==> src/rtl/fsbw_pkg.sv <==
// fsbw_pkg: command and status codes, register indexes, control structs and the
// BMP header byte function of the frame store BMP writer. No dependencies.
package fsbw_pkg;

	localparam int HDR_BYTES = 54;
	localparam int INFO_BYTES = 40;
	localparam int BITS_PER_PX = 24;

	// size register indexes on the write port
	localparam logic REG_WIDTH  = 1'b0;
	localparam logic REG_HEIGHT = 1'b1;

	typedef enum logic [1:0] {
		ACT_SET   = 2'd0,
		ACT_FILL  = 2'd1,
		ACT_START = 2'd2,
		ACT_FETCH = 2'd3
	} action_t;

	typedef enum logic [1:0] {
		ST_DONE = 2'd0,
		ST_BYTE = 2'd1,
		ST_NONE = 2'd2
	} status_t;

	// queue head as seen by the back end
	typedef struct packed {
		logic    valid;
		action_t act;
		logic    ok;
	} q_ctl_t;

	// back end towards the front end
	typedef struct packed {
		logic pop;
		logic clearing;
	} back_st_t;

	function automatic logic [7:0] le_byte(input logic [31:0] v, input logic [5:0] pos);
		logic [1:0] p;
		p = pos[1:0];
		return 8'(v >> {p, 3'b000});
	endfunction

	// idx counts from 0; the two size fields carry the effective size
	function automatic logic [7:0] header_byte(input logic [5:0] idx, input logic [31:0] w,
			input logic [31:0] h, input logic [31:0] img);
		logic [7:0] b;
		b = 8'h00;
		priority if (idx == 6'd0) b = 8'h42;
		else if (idx == 6'd1) b = 8'h4D;
		else if (idx < 6'd6) b = le_byte(img + 32'(HDR_BYTES), idx - 6'd2);
		else if (idx < 6'd10) b = 8'h00;
		else if (idx < 6'd14) b = le_byte(32'(HDR_BYTES), idx - 6'd10);
		else if (idx < 6'd18) b = le_byte(32'(INFO_BYTES), idx - 6'd14);
		else if (idx < 6'd22) b = le_byte(w, idx - 6'd18);
		else if (idx < 6'd26) b = le_byte(h, idx - 6'd22);
		else if (idx < 6'd28) b = le_byte(32'd1, idx - 6'd26);
		else if (idx < 6'd30) b = le_byte(32'(BITS_PER_PX), idx - 6'd28);
		else if (idx < 6'd34) b = 8'h00;
		else if (idx < 6'd38) b = le_byte(img, idx - 6'd34);
		else b = 8'h00;
		return b;
	endfunction

endpackage

==> src/rtl/fsbw_front.sv <==
// fsbw_front: takes commands, clips fill rectangles to the frame, checks set
// pixel coordinates and holds them in a two entry queue for the back end. Uses fsbw_pkg.
module fsbw_front import fsbw_pkg::*; #(
	parameter int XW = 8,
	parameter int YW = 8,
	parameter int EW = 9
) (
	input  logic              clk,
	input  logic              arst_n,
	input  logic              start,
	output logic              busy,
	input  logic [1:0]        action,
	input  logic [15:0]       x_first,
	input  logic [15:0]       y_first,
	input  logic [15:0]       x_second,
	input  logic [15:0]       y_second,
	input  logic [23:0]       pixel_color,
	input  logic [EW-1:0]     w_eff,
	input  logic [EW-1:0]     h_eff,
	input  back_st_t          bst,
	output q_ctl_t            head,
	output logic [XW-1:0]     head_xl,
	output logic [YW-1:0]     head_yl,
	output logic [XW-1:0]     head_xh,
	output logic [YW-1:0]     head_yh,
	output logic [23:0]       head_color
);
	logic signed [16:0] x1s, y1s, x2s, y2s, wm1, hm1, xl, yl, xh, yh;
	logic               ok;
	logic               acc;

	action_t      act_q [2];
	logic         ok_q [2];
	logic [XW-1:0] xl_q [2];
	logic [YW-1:0] yl_q [2];
	logic [XW-1:0] xh_q [2];
	logic [YW-1:0] yh_q [2];
	logic [23:0]  col_q [2];
	logic         rd_q, wr_q;
	logic [1:0]   cnt_q;

	assign x1s = {x_first[15], x_first};
	assign y1s = {y_first[15], y_first};
	assign x2s = {x_second[15], x_second};
	assign y2s = {y_second[15], y_second};
	assign wm1 = $signed(17'(w_eff)) - 17'sd1;
	assign hm1 = $signed(17'(h_eff)) - 17'sd1;

	always_comb begin
		xl = (x1s < 0) ? 17'sd0 : x1s;
		yl = (y1s < 0) ? 17'sd0 : y1s;
		xh = (x2s > wm1) ? wm1 : x2s;
		yh = (y2s > hm1) ? hm1 : y2s;
		if (action_t'(action) == ACT_SET) begin
			ok = (x1s >= 0) && (x1s <= wm1) && (y1s >= 0) && (y1s <= hm1);
			xl = x1s;
			yl = y1s;
		end else begin
			ok = (xl <= xh) && (yl <= yh);
		end
	end

	assign busy = (cnt_q == 2'd2) || bst.clearing;
	assign acc  = start && !busy;

	always_ff @(posedge clk) begin
		if (acc) begin
			act_q[wr_q] <= action_t'(action);
			ok_q[wr_q]  <= ok;
			xl_q[wr_q]  <= XW'(xl);
			yl_q[wr_q]  <= YW'(yl);
			xh_q[wr_q]  <= XW'(xh);
			yh_q[wr_q]  <= YW'(yh);
			col_q[wr_q] <= pixel_color;
		end
	end

	always_ff @(posedge clk or negedge arst_n) begin
		if (!arst_n) begin
			rd_q  <= 1'b0;
			wr_q  <= 1'b0;
			cnt_q <= 2'd0;
		end else begin
			if (acc) wr_q <= !wr_q;
			if (bst.pop) rd_q <= !rd_q;
			cnt_q <= cnt_q + 2'(acc) - 2'(bst.pop);
		end
	end

	assign head.valid = (cnt_q != 2'd0);
	assign head.act   = act_q[rd_q];
	assign head.ok    = ok_q[rd_q];
	assign head_xl    = xl_q[rd_q];
	assign head_yl    = yl_q[rd_q];
	assign head_xh    = xh_q[rd_q];
	assign head_yh    = yh_q[rd_q];
	assign head_color = col_q[rd_q];

	a_cnt_range: assert property (@(posedge clk) disable iff (!arst_n)
		cnt_q != 2'd3) else $error("queue count out of range");
	a_no_pop_empty: assert property (@(posedge clk) disable iff (!arst_n)
		bst.pop |-> cnt_q != 2'd0) else $error("pop from empty queue");
	a_full_busy: assert property (@(posedge clk) disable iff (!arst_n)
		cnt_q == 2'd2 |-> busy) else $error("accept possible while full");
endmodule

==> config.mk <==
export PLATFORM = sky130hd
export DESIGN_NAME = fsbw_front
export DESIGN_NICKNAME = d
export VERILOG_FILES = /design/src/rtl/fsbw_pkg.sv /design/src/rtl/fsbw_front.sv
export SDC_FILE = /design/constraint.sdc
export NUM_CORES = 1
export LEC_CHECK = 0
export BUFFER_PORTS_ARGS = -buffer_cell sky130_fd_sc_hd__clkbuf_2
export CAP_MARGIN = 20
export CORE_UTILIZATION = 30
export CTS_CLUSTER_DIAMETER = 120
export CTS_CLUSTER_SIZE = 25
export DETAILED_ROUTE_END_ITERATION = 12
export MAX_ROUTING_LAYER = met4
export PLACE_DENSITY_LB_ADDON = 0.25
export SYNTH_ARGS = -nofsm -noshare
export SYNTH_HDL_FRONTEND = slang
export SYNTH_SLANG_ARGS = --single-unit
export TNS_END_PERCENT = 50
==> constraint.sdc <==
create_clock -name clk -period 7.08 [get_ports clk]
set_input_delay 1.416 -clock clk [delete_from_list [all_inputs] [get_ports clk]]
set_output_delay 1.416 -clock clk [all_outputs]
set_load 0.01 [all_outputs]
==> results by group <==
Run status
  • Outcome: finished, final reports clean

Synth
  • Yosys top cell by area: edfxtp_1
  • Mapped Nets: between 800 and 900
  • Synth Flop Type: edfxtp_1
  • Mapped Cells: 623
  • Most common cell in the netlist: edfxtp_1
  • Number of synthesized flops with an enable pin: 118
  • Distinct cells, synth: 58
  • Async set-or-reset flop fraction in the synthesized netlist: about 3.3%
  • Main combinational cell family by area after synthesis: adder cells
  • Synthesized area: around 7600 µm²
  • Top cells by area, synth: edfxtp_1, ha_1, mux2_2
  • Sequential area share after synthesis: between 40% and 50%
  • Synth Area in Adders: ~16%
  • Top cell type's share of synthesized area: a little under half
  • Synth cell count leaders: edfxtp_1, ha_1, mux2_2, a21oi_1, inv_1
  • Synth Area in Compound Gates: 9.36%
  • #FFs+latches synth: 122
  • Mux contribution to synthesized area: between 10% and 20%
  • Synth Area in XOR/XNOR: just under 2%
  • Syn_area_per_cell: 12.2 µm²
  • Post-synthesis simple-gate area fraction: approximately an eighth
  • Number of synthesis warnings: 0

Route
  • First-pass iteration count of the detailed router: 6
  • Post-Route WL: 18800 µm
  • Antenna viol nets, final: 0
  • DRT iter0 DRCs: around 330
  • Drt drc: 0
  • Routed wire length per instance: ~16 µm
  • Vias: roughly 5400
  • DR vias/cell: 4.72

Power
  • Pwr Density: 281 nW/µm²
  • Worst VDD drop: between 0.1 and 0.15 mV
  • LEAKAGE: about 4.1 nW

Clock tree
  • Clock sinks: about 120
  • Setup bufs post-CTS: 0
  • CTS buffer count: 17
  • CTS tree: built
  • Clock tree root buffer cell: clkbuf_16
  • CTS Buffer Depth: 2
  • Clk Latency, worst-skew pair: 0.41 ns
  • Post-CTS Resized: 0
  • Htree depth: 4
  • Worst-path clk slew: approximately 0.060 ns
  • Cts hold-fix bufs: 0

Place
  • Post-DP Area: 8920 µm²
  • Placer Congestion: between 0.8 and 0.9
  • Placed Cells: 1120
  • Buffers on Ports: between 150 and 200
  • DP Wirelength: ~14000 µm

Finish
  • Final Instance Area: 9580 µm²
  • Layout cell share with drive strength beyond 1: 35.5%
  • Nets: about 1000
  • Ant. Diodes: 0
  • Area Growth Syn to Fin: 26.1%
  • Fin cells: between 1000 and 1500

Critical path
  • Crit end category: register
  • Max FO, Critical Path: 22
  • Internal reg-to-reg setup slack: 4.79 ns
  • CP startpoint kind: input port
  • FF-to-FF path depth: 5
  • Crit-path slowest cell: or4_1
  • R2r endpoint: xl_q[0][1]$_DFFE_PP_
  • Worst r2r src: cnt_q[0]$_DFF_PN0_
  • Kind of critical path: in2reg
  • CP max stage delay: around 0.63 ns
  • Data required, critical path: roughly 7.3 ns
  • Worst-path cell chain: clkbuf_2 > or4_4 > nor4_4 > nor3b_2 > inv_1 > ha_1 > nand4_1 > or4_1 > nand2_1 > mux2_2 > nor2_1 > a21oi_1 > ha_1 > a21oi_1 > nor2_1 > a2111oi_0 > o31ai_1 > a311o_1 > a221o_1 > o22ai_1
  • CP Data Arrival Time: 6.84 ns

Timing
  • Period utilization: between 90% and 100%
  • Relative slew slack: about half
  • Max Freq: 152 MHz
  • Unrepaired setup endpoints after global routing: false
  • Slew @ Worst Pin: between 0.7 and 0.8 ns
  • Setup tns final: 0 ns
  • Setup-failing EPs final: 0
  • Min Clock Period, post-route: approximately 6.6 ns
  • Final Skew: 0.00484 ns
  • Slew Viols, Final: 0
  • Final Hold Viols: 0
  • Hold WS: 0.499 ns

Floorplanning
  • # rows: between 50 and 60
  • Die width: ~160 µm
  • Die area: between 20000 and 30000 µm²
  • Die height: 161 µm
  • I/O Pins: ~170
  • Core footprint: 24600 µm²
  • Starting density of the core: between 30 and 40%

Flow run
  • Max_cap viols: 0

Min path
  • Worst Hold End: cnt_q[1]$_DFF_PN0_
  • WHS Path Cells: 1
  • Worst min-delay path category: reg2reg
  • Hold_sp: cnt_q[1]$_DFF_PN0_

Global routing
  • Global-route wire length before repair: just under 30000 µm
  • Initial antenna violation count: 0
  • Vias in the first global route: 5503
  • Largest net degree at the start of global routing: 43
  • GRT Overall Usage: between 15 and 20%
  • Gr ovfl total: 0
[registers in the layout (all words and copies together) (netlist names)]
| register | cells |
|---|---|
| xh_q | 16 |
| cnt_q | 2 |
| yl_q | 16 |
| col_q | 48 |
| xl_q | 16 |
| wr_q | 1 |
| ok_q | 2 |
| yh_q | 16 |
| act_q | 4 |
| rd_q | 1 |
[power breakdown]
group,switching [mW],leakage (nW),internal [mW]
sequential,0.0451,1.13,0.908
clock,0.336,0.317,0.632
combinational,0.415,2.61,0.355
[worst max-delay path by stage]
| stage | from | endpoint | slack (ns) | cells past startpoint |
|---|---|---|---|---|
| 2_1_floorplan | w_eff[4] | ok_q[0]$_DFFE_PP_ | 0.80 | 20 |
| 3_3_place_gp | h_eff[2] | ok_q[0]$_DFFE_PP_ | 0.03 | 20 |
| 3_5_place_dp | h_eff[3] | ok_q[0]$_DFFE_PP_ | 0.10 | 19 |
| 4_1_cts | h_eff[3] | ok_q[1]$_DFFE_PP_ | 0.49 | 19 |
| 5_1_grt | h_eff[2] | ok_q[1]$_DFFE_PP_ | 0.1 | 19 |
| 6_report | h_eff[2] | ok_q[1]$_DFFE_PP_ | 0.49 | 20 |
[layout make-up]
cell class,count,area [µm²]
Sequential cell,122,3640
Multi-Input combinational cell,450,3760
Tap cell,324,405
Timing Repair Buffer,187,971
Fill cell,2461,15000
Clock buffer,17,425
Inverter,37,139
Clock inverter,15,238
[kinds of logic (layout without fill, tap and decap cells)]
logic type      Yosys count  in the layout
xor+xnor                 17             17
flops                   122            122
fa+ha+maj                98             98
buf+inv                  51            256
mux                      68             68
simple gates            157            157
compound gates          110            110
[metal layers]
metal	share of wire, %	GRT usage [%]	wire, µm	up-vias
met3	3.4	2.05	632	14
met1	50	20.3	9400	2555
li1	-	-	-	2749
met2	45	23.8	8490	120
met5	0	-	0	-
met4	1.3	5.15	246	0
[worst max-delay path: cells and delay by family]
family	cells	cell delay, ns
simple gates	8	2.16
compound gates	7	1.69
fa+ha+maj	2	0.73
mux	1	0.43
buf+inv	2	0.41
[per-stage QoR]
stage	total power [mW]	util, %	setup slack, ns
after floorplan	1.45	-	0.796
after global placement	1.75	36.2	0.0343
after detailed placement	1.76	36.2	0.101
after CTS	2.73	38.9	0.491
after global routing	2.84	38.9	0.0992
final	2.69	38.9	0.489
[layout by cell type, fill, tap and decap left out, drive strengths merged, types with 4 or more instances in the layout]
master / count
clkbuf: 190
edfxtp: 118
ha: 98
mux2: 60
a21oi: 44
inv: 41
nor2b: 32
nor2: 25
nand2: 20
a21o: 20
nand4: 18
and2: 16
buf: 14
o21ai: 14
nand3: 11
xor2: 11
nor3: 9
mux2i: 8
xnor2: 6
nor4: 6
a211oi: 5
o21a: 5
bufinv: 5
nand2b: 4
clkinv: 4
dfrtp: 4
No activity file was read; power rests on OpenSTA's default activity.
